### config.mk
export PLATFORM = sky130hd
export DESIGN_NAME = lsg_root
export DESIGN_NICKNAME = d
export VERILOG_FILES = /design/src/hw/rtl/lsg_pkg.sv /design/src/hw/rtl/lsg_root.sv
export SDC_FILE = /design/constraint.sdc
export NUM_CORES = 1
export LEC_CHECK = 0
export BUFFER_PORTS_ARGS = -buffer_cell sky130_fd_sc_hd__buf_4
export CAP_MARGIN = 10
export CORE_AREA = 2 2 83 85
export CTS_BUF_LIST = sky130_fd_sc_hd__clkbuf_2
export DETAILED_ROUTE_END_ITERATION = 8
export DIE_AREA = 0 0 85 87
export PLACE_DENSITY = 0.91
export SYNTH_ARGS = -nofsm -noshare
export SYNTH_HDL_FRONTEND = slang
export SYNTH_SLANG_ARGS = --single-unit
### constraint.sdc
create_clock -name clk -period 8.7 [get_ports clk]
set_clock_uncertainty 0.05 [all_clocks]
set_input_delay 0.435 -clock clk [delete_from_list [all_inputs] [get_ports clk]]
set_output_delay 0.435 -clock clk [all_outputs]
set_load 0.1 [all_outputs]
### src/hw/rtl/lsg_pkg.sv
// Shared types and constants for the line-of-sight grid check block.
// Used by lsg_cell, lsg_root, lsg_div and line_of_sight_grid_check_core.
// No dependencies.
package lsg_pkg;

    localparam int CELL_BITS = 8;
    localparam int FRAC_BITS = 8;
    localparam int POS_W     = CELL_BITS + FRAC_BITS;
    localparam int OBS_W     = 2 * CELL_BITS;
    localparam int STEP_W    = 8;
    localparam int ROOT_W    = POS_W + 1;
    localparam int SQ_W      = 2 * ROOT_W;
    localparam int DVD_W     = POS_W + STEP_W;

    localparam logic [STEP_W-1:0] STEP_RESET = STEP_W'(26);

    typedef enum logic [1:0] {
        MODE_LOAD  = 2'd0,
        MODE_CLEAR = 2'd1,
        MODE_QUERY = 2'd2
    } mode_t;

    // One sample point travelling down the obstacle chain.
    typedef struct packed {
        logic             vld;
        logic             hit;
        logic [POS_W-1:0] x;
        logic [POS_W-1:0] y;
    } pt_t;

endpackage

### src/hw/rtl/lsg_root.sv
// Iterative truncated square root, one result bit per cycle.
// Depends on lsg_pkg.
module lsg_root (
    input  logic                       clk,
    input  logic                       rst_n,
    input  logic                       start,
    input  logic [lsg_pkg::SQ_W-1:0]   radicand,
    output logic                       done,
    output logic [lsg_pkg::ROOT_W-1:0] root
);

    localparam int REM_W = lsg_pkg::ROOT_W + 2;
    localparam int CW    = $clog2(lsg_pkg::ROOT_W + 1);

    logic [CW-1:0]                cnt_reg;
    logic [CW-1:0]                cnt_next;
    logic                         done_reg;
    logic                         done_next;
    logic [lsg_pkg::SQ_W-1:0]     val_reg;
    logic [REM_W-1:0]             rem_reg;
    logic [lsg_pkg::ROOT_W-1:0]   root_reg;
    logic [REM_W-1:0]             rem_sh;
    logic [REM_W-1:0]             trial;
    logic                         take;

    assign rem_sh = {rem_reg[REM_W-3:0], val_reg[lsg_pkg::SQ_W-1 -: 2]};
    assign trial  = {root_reg, 2'b01};
    assign take   = (rem_sh >= trial);

    always_comb
    begin
        cnt_next  = cnt_reg;
        done_next = 1'b0;
        if (start)
        begin
            cnt_next = CW'(lsg_pkg::ROOT_W);
        end
        else if (cnt_reg != '0)
        begin
            cnt_next  = cnt_reg - CW'(1);
            done_next = (cnt_reg == CW'(1));
        end
    end

    always_ff @(posedge clk or negedge rst_n)
    begin
        if (!rst_n)
        begin
            cnt_reg  <= '0;
            done_reg <= 1'b0;
        end
        else
        begin
            cnt_reg  <= cnt_next;
            done_reg <= done_next;
        end
    end

    always_ff @(posedge clk)
    begin
        if (start)
        begin
            val_reg  <= radicand;
            rem_reg  <= '0;
            root_reg <= '0;
        end
        else if (cnt_reg != '0)
        begin
            val_reg  <= {val_reg[lsg_pkg::SQ_W-3:0], 2'b00};
            rem_reg  <= take ? (rem_sh - trial) : rem_sh;
            root_reg <= {root_reg[lsg_pkg::ROOT_W-2:0], take};
        end
    end

    assign done = done_reg;
    assign root = root_reg;

endmodule

# Word-level counts from Yosys, hierarchy flattened
# Index checks and enable logic that the tools add are counted.
dict set report word_totals {
  register_bits 74
  in_bits 37
  output_inout_bits 18
  wordCells 18
}
dict set report classes {
  n_addsub 2
  n_lt_le_gt_ge 1
  n_eq_ne 1
  mux 7
  reduce_logical 2
}
# op count
set op_table {}
lappend op_table {{$mux W34} 2}
lappend op_table {{$ge A19 B19 Y1} 1}
lappend op_table {{$mux W17} 1}
lappend op_table {{$sub A17 B17 Y17} 1}
lappend op_table {{$mux W5} 2}
lappend op_table {{$eq A5 B1 Y1 const B} 1}
lappend op_table {{$reduce_bool A5 Y1} 1}
lappend op_table {{$sub A5 B1 Y5 const B} 1}
lappend op_table {{$mux W1} 2}
lappend op_table {{$reduce_bool A2 Y1} 1}

# Longest topological paths before layout
dict set report depth {
  depth_word 3
  mapped_depth 11
  ltp_nobuf 9
}

# Worst setup path before layout
# Ideal clock, no wire load.
dict set report synth_path {
  path_kind {register to register}
  start {reg root_reg, in the netlist root[8]}
  end {reg rem_reg[1]}
  setup_ns 0.122
  t_arrival_ns 3.040
  required_ns 8.528
  path_slack_ns 5.488
  path_stages_with_launch 11
  path_buffers 1
  synth_period_minus_slack_ns 3.212
  cell_sequence {dfxtp_1 -> inv_1 -> ha_1 -> a21oi_1 -> o21ai_0 -> a221oi_1 -> o21ai_0 -> a21oi_1 -> buf_4 -> nor4_1 -> a311o_1}
}
dict set report synth_between {
  elab_chain_len 2
}
# item line
set synth_lines {}
lappend synth_lines {{start: declaration} lsg_root.sv:21} ;# logic [lsg_pkg::ROOT_W-1:0] root_reg;
lappend synth_lines {{start signal: assignment} lsg_root.sv:71} ;# root_reg <= {root_reg[lsg_pkg::ROOT_W-2:0], take};
lappend synth_lines {{$ge A19 B19 Y1} lsg_root.sv:28} ;# assign take = (rem_sh >= trial);
lappend synth_lines {{$mux W17} lsg_root.sv:70} ;# rem_reg <= take ? (rem_sh - trial) : rem_sh;
lappend synth_lines {{end signal: assignment} lsg_root.sv:70}
lappend synth_lines {{end: declaration} lsg_root.sv:20} ;# logic [REM_W-1:0] rem_reg;
# Every way passes these cells.
# A chain may end at the register's enable or synchronous reset.

# Worst setup path after layout
dict set report layout_path {
  start {reg root_reg, in the netlist root[0]}
  end {reg rem_reg[1]}
}
# Same word-level chain as after synthesis.

==> results.cfg <==
[run_status]
outcome = complete, no violations

[clocking]
postCtsSetupRepairBufs = 0
cts_tree = yes
htreeDepth = 3
cts_max_path_buffers = 2
path_clk_slew_ns = 0.26
cts_sinks = 74
root_buffer = clkbuf_2
clk_latency_ns = 0.54
cts_made_buffers = 9

[worst_setup_path]
max_stage_delay_ns = 0.75
cp_num_buf_inv = 1
crit_path_frequent_cell = a21oi_1
critPathLaunchType = flop
worstReg2RegStart = root[0]$_SDFFE_PP0P_
rrSetupSlack_ns = 5.40
path_max_fanout = 11
cpLargestDelayFamily = compound AO/OA/AOI/OAI gates
critPathKind = flop to flop
crit_chain = inv_1 -> ha_1 -> o21ai_1 -> a21oi_1 -> o31ai_1 -> o21ai_0 -> a21oi_1 -> nor4_1 -> a311o_1
critPathCaptureType = flop
slowest_stage = a21oi_1
crit_start = root[0]$_SDFFE_PP0P_
r2r-end = rem_reg[1]$_SDFFE_PP0P_
reg2reg_depth = 9
arrival_ns = 3.70
worst-endpoint-required_ns = 9.10

[sta]
grt_setup_unrepaired = no
fin_crit_sh_pct = 37.9
drv_slew = 0
finalSetupTns_ns = 0
maxSlewHeadroom_pct = 42.3
tightest_slew_ns = 0.865
whs_ns = 0.120
finalHoldViolations = 0
fin_ws_ns = 5.40
setup_viol = 0
finalCriticalPeriod_ns = 3.30
clock.fmax_mhz = 303

[grt]
grt_overflow = 0
antenna_found_initial = 0
grt_pass1_vias = 3041
grt_max_degree = 71
grt_pass1_wl_mm = 14.1
grt_util_all_layers_pct = 24.0

[synth]
synth_area_per_cell_um2 = 10.0
ys_async_sr_fraction_pct = 8.11
ys_seq_elements = 74
yosysSeqAreaShare_pct = 46.2
ys_types = 49
synth_cells = 400
ys_warn_count = 0
synth_edf_count = 34
synth_flop_cell = edfxtp_1
synth_area_um2 = 4010
syn_nets = 459

[drt]
vias = 3150
first_pass_iters = 6
vias_per_cell = 5.90
antenna_left = 0
wl_mm = 8.54
drc = 0
routedWlPerCell_um = 16.0
drtIter0Drc = 240

[min_path]
hp-start = radicand[11]
worstHoldEndpoint = val_reg[11]$_DFFE_PP_
worstHoldPathCells = 2
min_path_type = input port to flop

[die]
dieWidth_um = 85
die-height_um = 87
row_count = 30
core_area_um2 = 6570
fp.dieArea_um2 = 7400
start_util_pct = 61.1
ios = 55

[finish]
synthToLayoutAreaGrowth_pct = 14.1
final_area_um2 = 4580
nets = 508
largest_reg_flops = 34
stdcell_count = 534
drive_above_1_share_pct = 24.2
diodes = 0

[place]
placed_cells = 517
gp_congestion = 0.951
port_buffers = 54
place_area_um2 = 4440
preCtsSetupSlack_ns = 5.46
dp_hpwl_mm = 6.09

[pwr]
cellLeakagePower_nw = 1.88
powerDensity_nw_per_um2 = 309
ir_drop_mv = 0.178

[job]
max-cap-violations = 0
[per-stage QoR]
step	utilization [%]	total power, mW
final	69.7	1.42
after global routing	69.7	1.51
after CTS	69.7	1.41
after detailed placement	67.6	1.20
after global placement	67.6	1.17
after floorplan	-	1.08
[report_power, final]
group | switching (mW) | leakage [nW] | internal (mW) | total, mW
Combinational | 0.414 | 1.10 | 0.318 | 0.732
Sequential | 0.0412 | 0.716 | 0.430 | 0.472
Clock | 0.140 | 0.0715 | 0.0714 | 0.212
[cell type report]
| class | count | area, µm² |
|---|---|---|
| clock buffers | 9 | 45.0 |
| clock inverters | 7 | 82.6 |
| flip-flops and latches | 74 | 1850 |
| repair buffers | 58 | 438 |
| well taps | 80 | 100 |
| multi-input cells | 279 | 1960 |
| fillers | 463 | 1990 |
| inverters | 27 | 101 |
[worst max-delay path by stage]
stage / end / slack (ns) / depth (start not counted)
global placement: rem_reg[1]$_SDFFE_PP0P_ / 5.64 / 9
CTS: rem_reg[1]$_SDFFE_PP0P_ / 5.45 / 9
global route: rem_reg[13]$_SDFFE_PP0P_ / 5.02 / 9
detailed placement: rem_reg[1]$_SDFFE_PP0P_ / 5.46 / 9
finish: rem_reg[1]$_SDFFE_PP0P_ / 5.40 / 9
floorplan: rem_reg[1]$_SDFFE_PP0P_ / 5.49 / 10
[cell usage in the layout, fill, tap and decap left out, drive strengths merged, types with 8 or more instances in the layout]
cell    count
clkbuf      9
edfxtp     34
a21oi      31
buf        57
ha         22
mux2       32
nand2      48
nor2       27
mux2i       8
dfxtp      34
a211oi     14
o21ai      15
inv        31
xnor2      12
[routing by layer]
metal	up-vias	track usage (%)	wire length, µm	share of wire, %
met5	-	0	0	0
met4	0	11.7	246	2.9
met3	30	5.69	553	6.5
met2	124	39.6	4140	49
met1	1460	29.6	3590	42
li1	1536	-	-	-
[timing repair]
action	in CTS	in global routing
endpoints found under the setup margin	0	0
resized for setup	0	0
hold buffers	1	0
endpoints found under the hold margin	6	0
[cell usage after synthesis (2+ instances only)]
master     n  area share (%)
ha_1      22             6.9
nand2_1   48             4.5
nor2b_1    2            0.31
xnor2_1   12             2.6
o31a_1     2            0.44
inv_1     27             2.5
o21ai_0   13             1.6
o22ai_1    4            0.62
nor2_1    27             2.5
o31ai_1    2            0.37
buf_4      2            0.37
nand4_1    4            0.62
mux2i_1    8             2.0
nand2b_1   3            0.47
buf_1      2            0.19
mux2_2    32             9.0
a21o_1     5            0.94
and3_1     3            0.47
nor4_1     3            0.47
xor2_1     2            0.44
dfrtp_1    6             3.7
nand3_1    6            0.75
a211o_1    2            0.44
dfxtp_1   34              17
a211oi_1  14             2.6
clkbuf_1  15             1.4
and2_1     4            0.62
o221ai_1   2            0.44
nor3_1     6            0.75
a21oi_1   31             3.9
o21a_1     5            0.94
edfxtp_1  34              25
o211ai_1   2            0.37
[kinds of logic after synthesis]
kind of cell	Yosys count	share of synthesized area, %
adders and majority gates	22	6.86
and+or+nand+nor	110	12.4
xor gates and xnor gates	14	3.06
DFF	74	46.2
AOI/OAI and AO/OA	93	15.5
buffers and inverters	47	4.99
muxes	40	11.0
Note: power is estimated with default switching activity, not from simulation.
