### config.mk
export PLATFORM = sky130hd
export DESIGN_NAME = lsg_cell
export DESIGN_NICKNAME = d
export VERILOG_FILES = /design/src/hw/rtl/lsg_pkg.sv /design/src/hw/rtl/lsg_cell.sv
export SDC_FILE = /design/constraint.sdc
export NUM_CORES = 1
export LEC_CHECK = 0
export ABC_AREA = 1
export BUFFER_PORTS_ARGS = -buffer_cell sky130_fd_sc_hd__buf_2
export CAP_MARGIN = 0
export CORE_MARGIN = 1
export CORE_UTILIZATION = 42
export CTS_CLUSTER_DIAMETER = 200
export DETAILED_ROUTE_END_ITERATION = 10
export HOLD_SLACK_MARGIN = 0.1
export PLACE_DENSITY = 0.8
export SLEW_MARGIN = 20
export SYNTH_ARGS = -nofsm -noshare
export SYNTH_HDL_FRONTEND = slang
export SYNTH_SLANG_ARGS = --single-unit
export TNS_END_PERCENT = 30
### constraint.sdc
create_clock -name clk -period 1.98 [get_ports clk]
set_input_delay 0.396 -clock clk [delete_from_list [all_inputs] [get_ports clk]]
set_output_delay 0.396 -clock clk [all_outputs]
set_load 0.02 [all_outputs]
### src/hw/rtl/lsg_pkg.sv
// Shared types and constants for the line-of-sight grid check block.
// Used by lsg_cell, lsg_root, lsg_div and line_of_sight_grid_check_core.
// No dependencies.
package lsg_pkg;

    localparam int CELL_BITS = 8;
    localparam int FRAC_BITS = 8;
    localparam int POS_W     = CELL_BITS + FRAC_BITS;
    localparam int OBS_W     = 2 * CELL_BITS;
    localparam int STEP_W    = 8;
    localparam int ROOT_W    = POS_W + 1;
    localparam int SQ_W      = 2 * ROOT_W;
    localparam int DVD_W     = POS_W + STEP_W;

    localparam logic [STEP_W-1:0] STEP_RESET = STEP_W'(26);

    typedef enum logic [1:0] {
        MODE_LOAD  = 2'd0,
        MODE_CLEAR = 2'd1,
        MODE_QUERY = 2'd2
    } mode_t;

    // One sample point travelling down the obstacle chain.
    typedef struct packed {
        logic             vld;
        logic             hit;
        logic [POS_W-1:0] x;
        logic [POS_W-1:0] y;
    } pt_t;

endpackage

### src/hw/rtl/lsg_cell.sv
// One cell of the obstacle chain: holds one obstacle square and tests each passing point.
// Depends on lsg_pkg.
module lsg_cell #(
    parameter int INDEX = 0,
    parameter int CNT_W = 9
) (
    input  logic                      clk,
    input  logic                      rst_n,
    input  logic [CNT_W-1:0]          count,
    input  logic                      shift_en,
    input  logic [lsg_pkg::OBS_W-1:0] obs_in,
    output logic [lsg_pkg::OBS_W-1:0] obs_out,
    input  lsg_pkg::pt_t              pt_in,
    output lsg_pkg::pt_t              pt_out
);

    localparam logic [CNT_W-1:0] MY_INDEX = CNT_W'(INDEX);

    logic [lsg_pkg::OBS_W-1:0] obs_reg;
    logic                      vld_reg;
    logic                      hit_reg;
    logic                      hit_next;
    logic [lsg_pkg::POS_W-1:0] x_reg;
    logic [lsg_pkg::POS_W-1:0] y_reg;
    logic                      active;
    logic [lsg_pkg::POS_W-1:0] x_lo;
    logic [lsg_pkg::POS_W-1:0] y_lo;
    logic [lsg_pkg::POS_W:0]   x_hi;
    logic [lsg_pkg::POS_W:0]   y_hi;
    logic                      in_square;

    // Only entries below the fill count take part.
    assign active = (count > MY_INDEX);

    assign x_lo = {obs_reg[lsg_pkg::CELL_BITS-1:0], {lsg_pkg::FRAC_BITS{1'b0}}};
    assign y_lo = {obs_reg[lsg_pkg::OBS_W-1:lsg_pkg::CELL_BITS], {lsg_pkg::FRAC_BITS{1'b0}}};
    assign x_hi = {1'b0, x_lo} + (lsg_pkg::POS_W+1)'(1 << lsg_pkg::FRAC_BITS);
    assign y_hi = {1'b0, y_lo} + (lsg_pkg::POS_W+1)'(1 << lsg_pkg::FRAC_BITS);

    // Closed square, edges included.
    assign in_square = (pt_in.x >= x_lo) && ({1'b0, pt_in.x} <= x_hi)
                    && (pt_in.y >= y_lo) && ({1'b0, pt_in.y} <= y_hi);

    assign hit_next = pt_in.hit | (pt_in.vld & active & in_square);

    always_ff @(posedge clk or negedge rst_n)
    begin
        if (!rst_n)
        begin
            vld_reg <= 1'b0;
            hit_reg <= 1'b0;
        end
        else
        begin
            vld_reg <= pt_in.vld;
            hit_reg <= hit_next;
        end
    end

    always_ff @(posedge clk)
    begin
        x_reg <= pt_in.x;
        y_reg <= pt_in.y;
        if (shift_en)
        begin
            obs_reg <= obs_in;
        end
    end

    assign obs_out    = obs_reg;
    assign pt_out.vld = vld_reg;
    assign pt_out.hit = hit_reg;
    assign pt_out.x   = x_reg;
    assign pt_out.y   = y_reg;

endmodule

# Word level (Yosys, flattened, before mapping)
# Cells that the tools add are included.
# word_totals
register_bits,50
inputBits,62
out_inout_bits,50
elab_cells,18
# classes
add_sub_neg,2
n_lt_le_gt_ge,5
bitwise,3
reduce_logical,3
# ops
cell,n
$add A16 B9 Y17 const B,2
$le A16 B17 Y1,2
$ge A16 B16 Y1,2
$gt A9 B1 Y1 const B,1
$logic_and A1 B1 Y1,3
$and A1 B1 Y1,2
$or A1 B1 Y1,1

# Longest topological paths before layout
# depth
depth_word,7
mapped_depth,14

# Least setup slack after synthesis
# Ideal clock, no wire load.
# synth_timing
path_type,register to register
start,register obs_reg (netlist bit obs_out[8])
end,register hit_reg
setup_ns,0.075
arrival_ns,1.971
required_time_ns,1.905
path_slack_ns,-0.067
stages_incl_launch_ff,12
cell_sequence,edfxtp_1 ha_1 nand3_1 nor3_1 xor2_1 ha_1 a21o_1 a21oi_1 nand2_1 nand2_1 nand2_1 o21bai_2
# synth_via
elab_chain_cells,5
word_cells_on_any_way,7
# synth_lines
item,line,source
from (decl),lsg_cell.sv:19,logic [lsg_pkg::OBS_W-1:0] obs_reg;
from (signal assigned),lsg_cell.sv:66,obs_reg <= obs_in;
$add A16 B9 Y17 / $ge A16 B16 Y1 (equally long branches),"lsg_cell.sv:38, lsg_cell.sv:42",
$le A16 B17 Y1 / $logic_and A1 B1 Y1 (equally long branches),lsg_cell.sv:42,"&& (pt_in.y >= y_lo) && ({1'b0, pt_in.y} <= y_hi);"
$logic_and A1 B1 Y1 *,lsg_cell.sv:42,
$and A1 B1 Y1 *,lsg_cell.sv:44,assign hit_next = pt_in.hit | (pt_in.vld & active & in_square);
$or A1 B1 Y1 *,lsg_cell.sv:44,
via hit_next,lsg_cell.sv:22,logic hit_next;
to (signal assigned),lsg_cell.sv:56,hit_reg <= hit_next;
to (decl),lsg_cell.sv:21,logic hit_reg;
# Mark *: on every way through the listed nets, which the timed path passes. The rest lies on a longest branch.
# A chain may end at the register's enable or synchronous reset.

# Worst setup path after layout
# layout_timing
start,register obs_reg (netlist bit obs_out[9])
end,register hit_reg
# The elaborated chain is that of the path after synthesis.

==> impl_results.md <==
- Starting Density: 43.6%
- Cells on Worst Hold Path: 1
- Vias in the first global route: 1947
- IO Pins: 112
- ANT cells: 0
- Die Y: 77.7 um
- Fin crit share: 101%
- First-pass GRT wire length: 8290 um
- CP Class: reg2reg
- Crit path cell chain: ha_4 -> nand3_2 -> nor3_2 -> xor2_1 -> ha_1 -> nand2_1 -> nor2_2 -> nand3_1 -> nor2_1 -> nor2_1 -> nand2_1 -> nand2_1 -> o21bai_2
- Synth warn: 0
- Setup TNS: -0.0274 ns
- Min-Delay Endpoint: y_reg[6]
- Synth top cells by count: nand2_1 (47), inv_1 (45), ha_1 (34), dfxtp_1 (32), nor2_1 (29)
- Grt ovf: 0
- Row count: 27
- Outcome: complete, but fails checks
- Critical Path AT: 2.23 ns
- Number of enable flip-flop cells after synthesis: 16
- Count leader, synth: nand2_1
- Total track usage: 17.7%
- Initial antenna violation count: 0
- Largest net degree at the start of global routing: 17
- Worst-skew pair later-pin latency: 0.30 ns
- Num CTS Buffers: 5
- Clk_skew: 0.00948 ns
- Crit path capture type: flop
- Root Buffer: clkbuf_8
- Synth Instances: 260
- GP Congestion: 0.857
- 1st-iter DRT viols: 81
- CP peak stage delay: 0.47 ns
- Area Growth Syn to Fin: 34.9%
- R2R cell count: 13
- Core Region: 5510 um2
- Min-delay src: pt_in[6]
- Total Routed Length: 5280 um
- Most common cell on crit path: nand2_1
- Final hold violations: 0
- Die X: 77.7 um
- Seq/Total Area, Yosys: 48.7%
- Port Buf Inserts: 111
- Clock transition at path regs: 0.09 ns
- Cells after DPL: 448
- # DRC: 0
- Post-route cell area: 3240 um2
- Post-DRT Antenna Nets: 0
- Cell variety after synth: 19
- Dpl ws: 0.00275 ns
- Min-delay worst type: in2reg
- CTS Buffer Depth: 2
- Vias/cell: 4.49
- Post-synth ARST share: 4.00%
- Synth top area cells: dfxtp_1 (27%), edfxtp_1 (20%), ha_1 (18%), nand2_1 (7.3%), inv_1 (7.0%)
- Total power: 2.33 mW
- Crit path launch: obs_out[9]
- Tightest Pin Transition: 0.333 ns
- Critical path buffers and inverters: 0
- Max cap viols: 0
- Startpoint Class: flop
- Flip-flop and latch count after synthesis: 50
- TritonCTS clock tree: built
- Top FF cell, synth: dfxtp_1
- Max_slew headroom: 77.8%
- Final slew viol count: 0
- DP Wirelength: 4340 um
- Number of clock sinks: 50
- Layout cells sized above 1: 35.7%
- Max VDD drop: 0.430 mV
- Worst path slowest cell: edfxtp_1
- Setup Viol. Count Final: 1
- Post-synth top area share: 26.7%
- Post-Syn Area: 2400 um2
- Flop2flop setup slack: -0.03 ns
- Crit path max fanout: 3
- CP Data Required Time: 2.21 ns
- Die area: 6030 um2
- Worst R2R Start: obs_out[9]
- Leakage: 1.76 nW
- Detailed-router iteration count before antenna repair: 6
- Setup slack after layout: -0.0274 ns
- P per Cell Area: 720 nW/um2
- H-tree Lvls: 2
- WL/cell: 11.5 um
- Final nets: 482
- Minimum clock period after layout: 2.01 ns
- Violated checks: setup timing
- Fmax: 0.498 GHz
- Avg Inst Size Synth: 9.24 um2
- Yosys top cell by area: dfxtp_1
- CP top delay family: simple AND/OR/NAND/NOR gates
- Mapped Nets: 356
- Non-filler cells, final: 459
- Vias: 2063
- R2R Path End: hit_reg
- RSZ-0062 raised after global routing: yes
- Placed cell areas: 3090 um2
## kinds of logic after synthesis
logic type	count (synthesis)	synth area share, %
simple gates	101	17.6
flops	50	48.7
buf+inv	47	7.65
fa+ha+maj	34	17.7
compound gates	17	4.32
xor+xnor	11	4.01
## metal layers
layer / share of wire, % / routed length, um / vias up / global-route usage, %
li1: - / - / 1085 / -
met1: 44 / 2320 / 887 / 21.6
met2: 48 / 2530 / 84 / 31.1
met3: 6.6 / 349 / 7 / 3.29
met4: 1.5 / 78 / 0 / 5.85
met5: 0 / 0 / - / 0
## worst register-to-register path: stages, from the launching register on
cell and delay [ns]:
edfxtp_1 0.47, ha_4 0.21, nand3_2 0.10, nor3_2 0.05
xor2_1 0.17, ha_1 0.30, nand2_1 0.07, nor2_2 0.11
nand3_1 0.09, nor2_1 0.11, nor2_1 0.05, nand2_1 0.06
nand2_1 0.06, o21bai_2 0.10
## worst max-delay path by stage
stage	to	slack, ns	depth (start not counted)
global placement	hit_reg	0.08	13
global route	hit_reg	-0.17	13
detailed placement	hit_reg	0.003	13
CTS	hit_reg	0.02	13
floorplan	hit_reg	-0.04	11
finish	hit_reg	-0.03	13
## cell usage in the layout, fill, tap and decap left out, types with 4 or more instances in the layout
| cell type | netlist | final |
|---|---|---|
| a21oi_1 | 10 | 10 |
| buf_4 | 2 | 9 |
| ha_1 | 34 | 32 |
| xor2_1 | 9 | 9 |
| buf_2 | 0 | 111 |
| nand2_1 | 47 | 47 |
| inv_1 | 45 | 45 |
| nor2_1 | 29 | 26 |
| dfxtp_1 | 32 | 32 |
| nand3_1 | 12 | 11 |
| clkbuf_8 | 0 | 6 |
| nand4_1 | 6 | 6 |
| edfxtp_1 | 16 | 16 |
| nor3_1 | 6 | 4 |
## what timing repair did
action / 4_1_cts / 5_1_grt
pin swaps: 0 / 1
setup buffers: 1 / 1
hold buffers: 1 / 0
endpoints found under the setup margin: 1 / 1
resized for setup: 1 / 6
endpoints found under the hold margin: 2 / 0
## where the power goes
part | leakage, nW | internal [mW] | switching (mW)
sequential | 0.450 | 1.12 | 0.0305
clock | 0.0515 | 0.283 | 0.339
combinational | 1.26 | 0.232 | 0.327
total | 1.76 | 1.64 | 0.696
## stage by stage
step	utilization, %	hold WS [ns]
2_1_floorplan	-	0.100
5_1_grt	58.9	0.192
6_report	58.9	0.203
3_3_place_gp	56.2	0.189
3_5_place_dp	56.2	0.189
4_1_cts	58.3	0.199
## layout make-up
cell class | count | area (um2)
well taps | 72 | 90.1
multi-input cells | 163 | 1090
fillers | 473 | 2260
flip-flops and latches | 50 | 1170
clock inverters | 2 | 11.3
clock buffers | 6 | 82.6
inverters | 45 | 169
repair buffers | 121 | 633
(Power assumes the default switching activity.)
