**config.mk**
```make
export PLATFORM = sky130hd
export DESIGN_NAME = lsg_div
export DESIGN_NICKNAME = d
export VERILOG_FILES = /design/src/hw/rtl/lsg_pkg.sv /design/src/hw/rtl/lsg_div.sv
export SDC_FILE = /design/constraint.sdc
export NUM_CORES = 1
export LEC_CHECK = 0
export ABC_AREA = 1
export BUFFER_PORTS_ARGS = -buffer_cell sky130_fd_sc_hd__buf_4
export CORE_MARGIN = 5
export CORE_UTILIZATION = 49
export DETAILED_ROUTE_END_ITERATION = 16
export GPL_ROUTABILITY_DRIVEN = 0
export HOLD_SLACK_MARGIN = 0.1
export PLACE_DENSITY_LB_ADDON = 0.12
export SKIP_CTS_REPAIR_TIMING = 1
export SLEW_MARGIN = 20
export SYNTH_ARGS = -nofsm -noshare
export SYNTH_HDL_FRONTEND = slang
export SYNTH_SLANG_ARGS = --single-unit
```
**constraint.sdc**
```tcl
create_clock -name clk -period 2 [get_ports clk]
set_input_delay 0.4 -clock clk [delete_from_list [all_inputs] [get_ports clk]]
set_output_delay 0.4 -clock clk [all_outputs]
set_load 0.03 [all_outputs]
```
**src/hw/rtl/lsg_pkg.sv**
```systemverilog
// Shared types and constants for the line-of-sight grid check block.
// Used by lsg_cell, lsg_root, lsg_div and line_of_sight_grid_check_core.
// No dependencies.
package lsg_pkg;

    localparam int CELL_BITS = 8;
    localparam int FRAC_BITS = 8;
    localparam int POS_W     = CELL_BITS + FRAC_BITS;
    localparam int OBS_W     = 2 * CELL_BITS;
    localparam int STEP_W    = 8;
    localparam int ROOT_W    = POS_W + 1;
    localparam int SQ_W      = 2 * ROOT_W;
    localparam int DVD_W     = POS_W + STEP_W;

    localparam logic [STEP_W-1:0] STEP_RESET = STEP_W'(26);

    typedef enum logic [1:0] {
        MODE_LOAD  = 2'd0,
        MODE_CLEAR = 2'd1,
        MODE_QUERY = 2'd2
    } mode_t;

    // One sample point travelling down the obstacle chain.
    typedef struct packed {
        logic             vld;
        logic             hit;
        logic [POS_W-1:0] x;
        logic [POS_W-1:0] y;
    } pt_t;

endpackage

```
**src/hw/rtl/lsg_div.sv**
```systemverilog
// Restoring divider, one quotient bit per cycle, giving quotient and remainder.
// Depends on lsg_pkg.
module lsg_div (
    input  logic                       clk,
    input  logic                       rst_n,
    input  logic                       start,
    input  logic [lsg_pkg::DVD_W-1:0]  dividend,
    input  logic [lsg_pkg::ROOT_W-1:0] divisor,
    output logic                       done,
    output logic [lsg_pkg::DVD_W-1:0]  quot,
    output logic [lsg_pkg::ROOT_W-1:0] rem
);

    localparam int RW = lsg_pkg::ROOT_W + 1;
    localparam int CW = $clog2(lsg_pkg::DVD_W + 1);

    logic [CW-1:0]                cnt_reg;
    logic [CW-1:0]                cnt_next;
    logic                         done_reg;
    logic                         done_next;
    logic [lsg_pkg::DVD_W-1:0]    dvd_reg;
    logic [lsg_pkg::ROOT_W-1:0]   dsr_reg;
    logic [lsg_pkg::ROOT_W-1:0]   rem_reg;
    logic [RW-1:0]                rem_sh;
    logic                         take;
    logic [RW-1:0]                rem_sub;

    assign rem_sh  = {rem_reg, dvd_reg[lsg_pkg::DVD_W-1]};
    assign take    = (rem_sh >= {1'b0, dsr_reg});
    assign rem_sub = rem_sh - {1'b0, dsr_reg};

    always_comb
    begin
        cnt_next  = cnt_reg;
        done_next = 1'b0;
        if (start)
        begin
            cnt_next = CW'(lsg_pkg::DVD_W);
        end
        else if (cnt_reg != '0)
        begin
            cnt_next  = cnt_reg - CW'(1);
            done_next = (cnt_reg == CW'(1));
        end
    end

    always_ff @(posedge clk or negedge rst_n)
    begin
        if (!rst_n)
        begin
            cnt_reg  <= '0;
            done_reg <= 1'b0;
        end
        else
        begin
            cnt_reg  <= cnt_next;
            done_reg <= done_next;
        end
    end

    // The dividend register shifts out from the top while quotient bits enter below.
    always_ff @(posedge clk)
    begin
        if (start)
        begin
            dvd_reg <= dividend;
            dsr_reg <= divisor;
            rem_reg <= '0;
        end
        else if (cnt_reg != '0)
        begin
            dvd_reg <= {dvd_reg[lsg_pkg::DVD_W-2:0], take};
            rem_reg <= take ? rem_sub[lsg_pkg::ROOT_W-1:0] : rem_sh[lsg_pkg::ROOT_W-1:0];
        end
    end

    assign done = done_reg;
    assign quot = dvd_reg;
    assign rem  = rem_reg;

endmodule

```
After elaboration in Yosys (flattened, before gate mapping)
Cells that the tools add are included.
{"block": "word_totals", "output_inout_bits": 42, "register_bits": 64}
{"block": "classes", "muxes": 7, "add_sub_neg": 2, "n_lt_le_gt_ge": 1, "reduce_logical": 2, "eq_ne": 1}
{"cell": "$mux 24", "n": 2}
{"cell": "$ge 18x17->1", "n": 1}
{"cell": "$mux 17", "n": 1}
{"cell": "$sub 17x17->17", "n": 1}
{"cell": "$mux 5", "n": 2}
{"cell": "$eq 5x1->1 const B", "n": 1}
{"cell": "$reduce_bool 5->1", "n": 1}
{"cell": "$sub 5x1->5 const B", "n": 1}
{"cell": "$mux 1", "n": 2}
{"cell": "$reduce_bool 2->1", "n": 1}

Longest topological paths before layout
{"block": "logic_depth", "depth_word": 3, "ltp_mapped": 15, "ltp_nobuf": 15}

Worst setup path before layout
Ideal clock, no wire load.
{"block": "synth_timing", "kind": "register to register", "startpoint": "register dvd_reg, in the netlist quot[23]", "endpoint": "register dvd_reg, in the netlist quot[0] (data pin)", "setup_slack_ns": -0.117, "path_stages_with_launch": 10, "arrival_time_ns": 1.854, "n_path_buf": 1, "cell_sequence": "edfxtp_1 inv_1 ha_1 inv_1 fa_1 nand3_1 nand3_2 nand2_4 buf_2 a31oi_1"}
{"block": "synth_via", "elab_chain_cells": 3}
{"element": "start: declaration", "line_no": "lsg_div.sv:21", "text": "logic [lsg_pkg::DVD_W-1:0] dvd_reg;"}
{"element": "start signal: assignment", "line_no": "lsg_div.sv:66", "text": "dvd_reg <= dividend;"}
{"element": "start signal: assignment", "line_no": "lsg_div.sv:72", "text": "dvd_reg <= {dvd_reg[lsg_pkg::DVD_W-2:0], take};"}
{"element": "$ge 18x17->1", "line_no": "lsg_div.sv:29", "text": "assign take = (rem_sh >= {1'b0, dsr_reg});"}
{"element": "$mux 24", "line_no": "lsg_div.sv:70", "text": "else if (cnt_reg != '0)"}
{"element": "$mux 24", "line_no": "lsg_div.sv:64", "text": "if (start)"}
No other way between the ends. The select of a mux whose other input is x is not followed.
A chain may end at the register's enable or synchronous reset.

Final worst setup path
{"block": "layout_timing", "startpoint": "register dvd_reg, in the netlist quot[23]", "endpoint": "register rem_reg, in the netlist rem[14]"}
{"block": "layout_via", "elab_chain_cells": 2, "word_cells_on_any_way": 3, "classes_between": "1 x add/sub; 1 x order compare; 1 x mux"}
{"element": "$sub 17x17->17 / $ge 18x17->1 (equally long branches)", "line_no": "lsg_div.sv:30, lsg_div.sv:29"}
{"element": "$mux 17 *", "line_no": "lsg_div.sv:73", "text": "rem_reg <= take ? rem_sub[lsg_pkg::ROOT_W-1:0] : rem_sh[lsg_pkg::ROOT_W-1:0];"}
{"element": "end signal: assignment", "line_no": "lsg_div.sv:73"}
{"element": "end: declaration", "line_no": "lsg_div.sv:23", "text": "logic [lsg_pkg::ROOT_W-1:0] rem_reg;"}
Every way passes the cells marked *; elsewhere a longest branch is shown, timed or not.

==> results.json <==
{
  "final-max-slew-violation-count": 0,
  "power_switching_uw": 3160,
  "antenna_cells_inserted": 0,
  "synth_compound_area_share_pct": 2.56,
  "synth_seq_area_share_pct": 44.5,
  "route.detailed.drc": 0,
  "clock_sinks": 64,
  "power.ir.vdd_worst_mv": 0.562,
  "grt_max_degree": 32,
  "antenna_found_initial": 0,
  "power_density_mw_per_mm2": 1370,
  "cp_data_arrival_time_ns": 2.21,
  "post_route_cells_drive_above_1_share_pct": 29.1,
  "initial_core_utilization_pct": 50.3,
  "switching_share_pct": 44.0,
  "final.hold.worst_slack_ns": 0.219,
  "num_vias": 3565,
  "clk_latency_ns": 0.35,
  "slew_headroom_pct": 76.7,
  "run_status": "completed",
  "post_synth_and_or_nand_nor_area_fraction_pct": 34.5,
  "ant_nets": 0,
  "cts-root-to-sink-buffers": 2,
  "max_clock_freq_ghz": 0.521,
  "setup_viol": 0,
  "dp_worst_setup_slack_ns": 0.0251,
  "timing.critical_path.to_type": "flop",
  "filler_cell_count": 644,
  "seq_power_share_pct": 27.2,
  "most_frequent_cell_after_synthesis": "nand2_1",
  "first_global_vias": 3487,
  "final_nets": 685,
  "synth_flop_type": "edfxtp_1",
  "synthesis_warnings": 0,
  "port_buffers": 85,
  "die_y_um": 98.8,
  "largest_reg_flops": 24,
  "timing.final.ws_setup_ns": 0.0791,
  "path_max_fanout": 4,
  "synth_cells": 512,
  "die_area_mm2": 0.00976,
  "yosys.area_share.xor_xnor_pct": 1.81,
  "final_routed_wire_length_divided_by_cell_count_um": 13.8,
  "mappedNetlistArea_mm2": 0.00386,
  "wirelength_met1_um": 4190,
  "skew_ns": 0.00941,
  "first_iter_violations": 154,
  "path_class": "flop to flop",
  "largest_family_of_logic_cells_by_synthesized_area": "simple AND/OR/NAND/NOR gates",
  "synth_top_cells_by_count": "210 x nand2_1, 77 x inv_1, 44 x nand3_1, 41 x edfxtp_1, 20 x ha_1",
  "synthesis.nets": 577,
  "tightest_slew_ns": 0.349,
  "post_synthesis_sequential_element_count": 64,
  "power_frac_clock_pct": 17.7,
  "place.detailed.hpwl_um": 6960,
  "clock_buffers_created_by_tritoncts": 9,
  "maximum_capacitance_violations": 0,
  "final.min_clock_period_ns": 1.92,
  "met3_length_um": 740,
  "synthDominantCellAreaShare_pct": 31.9,
  "gr-total-overflow": 0,
  "async_flop_share_pct": 9.38,
  "grt_first_pass_wirelength_um": 15600,
  "detailed_routing_iteration_count_for_the_pre_antenna_repair_pass": 4,
  "dr_wl_met2_um": 4820,
  "boundaryPins": 86,
  "layout-area-overhead-vs-synth_pct": 35.7,
  "syn-mean-instance-area_um2": 7.55,
  "power.static_leakage_uw": 0.00272,
  "timing.setup.tns_ns": 0,
  "clkTransAtPathRegs_ns": 0.08,
  "per_cell_via_count_in_the_routed_design": 4.90,
  "p_int_uw": 4030,
  "synth_cell_type_count": 34,
  "floorplan.core_area_mm2": 0.00769,
  "min-delay-path-class": "primary input to flop",
  "critical_path_required_ns": 2.29,
  "num_rows": 32,
  "cts_tree": "built",
  "route.final.wire_length_um": 10000,
  "post_synth_fa_ha_maj_area_fraction_pct": 6.99,
  "grt_setup_unrepaired": "true",
  "grt_use_total_pct": 20.1,
  "fin_total_pwr_uw": 7190,
  "synth_area_leaders": "edfxtp_1 32%, nand2_1 20%, dfxtp_1 8.8%",
  "dr.max_layer_used": "met4",
  "timing_hold_violations_final": 0,
  "ctsHtreeMaxLevel": 3,
  "pwr-share-comb_pct": 55.1,
  "synth-edff-count": 41,
  "synth.mux.area_fraction_pct": 0,
  "netlist.top_cell.by_area": "edfxtp_1",
  "crit_path_start_kind": "flop",
  "cts_root_buf": "clkbuf_8",
  "finalCritPeriodShare_pct": 96.0,
  "die_width_um": 98.8
}
## cell families after synthesis
kind of cell | count (synthesis)
AOI/OAI and AO/OA | 17
xor gates and xnor gates | 8
adders and majority gates | 21
buffers and inverters | 95
DFF | 64
and+or+nand+nor | 307
## power by group through the flow
stage	Combinational, uW	Clock (uW)	Sequential, uW
final	3960	1270	1960
after global routing	4410	1350	1990
after CTS	3490	1290	1910
after detailed placement	3480	0	1940
after global placement	3450	0	1930
after floorplan	2140	0	2320
## routing by layer
layer / vias up / GRT usage [%]
met2: 94 / 32.1
met3: 22 / 6.72
li1: 1823 / -
met5: - / 0
met1: 1626 / 23.9
met4: 0 / 10.8
## layout make-up
| type | count | area (um2) | area share (%) |
|---|---|---|---|
| Clock inverter | 6 | 92.6 | 1.77 |
| Multi-Input combinational cell | 354 | 2010 | 38.4 |
| Tap cell | 102 | 128 | 2.43 |
| Timing Repair Buffer | 107 | 847 | 16.2 |
| Inverter | 84 | 315 | 6.01 |
| Clock buffer | 10 | 128 | 2.43 |
| Sequential cell | 64 | 1720 | 32.8 |
## worst paths after layout
path	depth (start not counted)	to	slack (ns)	start
max in group asynchronous	2	cnt_reg[0]	1.51	rst_n
min in group asynchronous	2	cnt_reg[3]	0.38	rst_n
worst min-delay path	1	dsr_reg[15]	0.22	divisor[15]
worst max-delay path	15	rem[14]	0.08	quot[23]
worst min register to register	1	cnt_reg[3]	0.49	cnt_reg[3]
worst max register to register	15	rem[14]	0.08	quot[23]
## through the flow
step | cell area, um2 | cells | util (%)
floorplan | 3870 | 512 | -
CTS | 4910 | 717 | 63.8
finish | 5240 | 727 | 68.2
detailed placement | 4690 | 701 | 61.0
global placement | 4690 | 701 | 61.0
global route | 5240 | 727 | 68.2
## worst max-delay path: stages, from the launching register on
cell	delay, ns
edfxtp_1	0.40
inv_2	0.09
ha_4	0.12
inv_2	0.04
fa_2	0.39
nand3_2	0.11
nand3_4	0.09
nand2_1	0.08
nand2_2	0.06
nand2_2	0.09
nand2_1	0.06
nand2_1	0.07
nand2_1	0.06
nand2_1	0.06
nand3_1	0.06
nand2_1	0.07
## cells in the final DEF (no fill, tap or decap), types with 6 or more instances in the layout
| master | Yosys | final |
|---|---|---|
| inv_1 | 77 | 75 |
| nand2_2 | 15 | 25 |
| nand3b_1 | 8 | 8 |
| clkbuf_8 | 0 | 9 |
| edfxtp_1 | 41 | 41 |
| ha_1 | 20 | 8 |
| a21oi_1 | 9 | 9 |
| dfrtp_1 | 6 | 6 |
| nand2_1 | 210 | 200 |
| inv_2 | 6 | 8 |
| buf_4 | 1 | 102 |
| dfxtp_1 | 17 | 17 |
| nor2_1 | 15 | 13 |
| xnor2_1 | 7 | 7 |
| nand3_1 | 44 | 41 |
| ha_4 | 0 | 10 |
No activity file was read; power rests on OpenSTA's default activity.
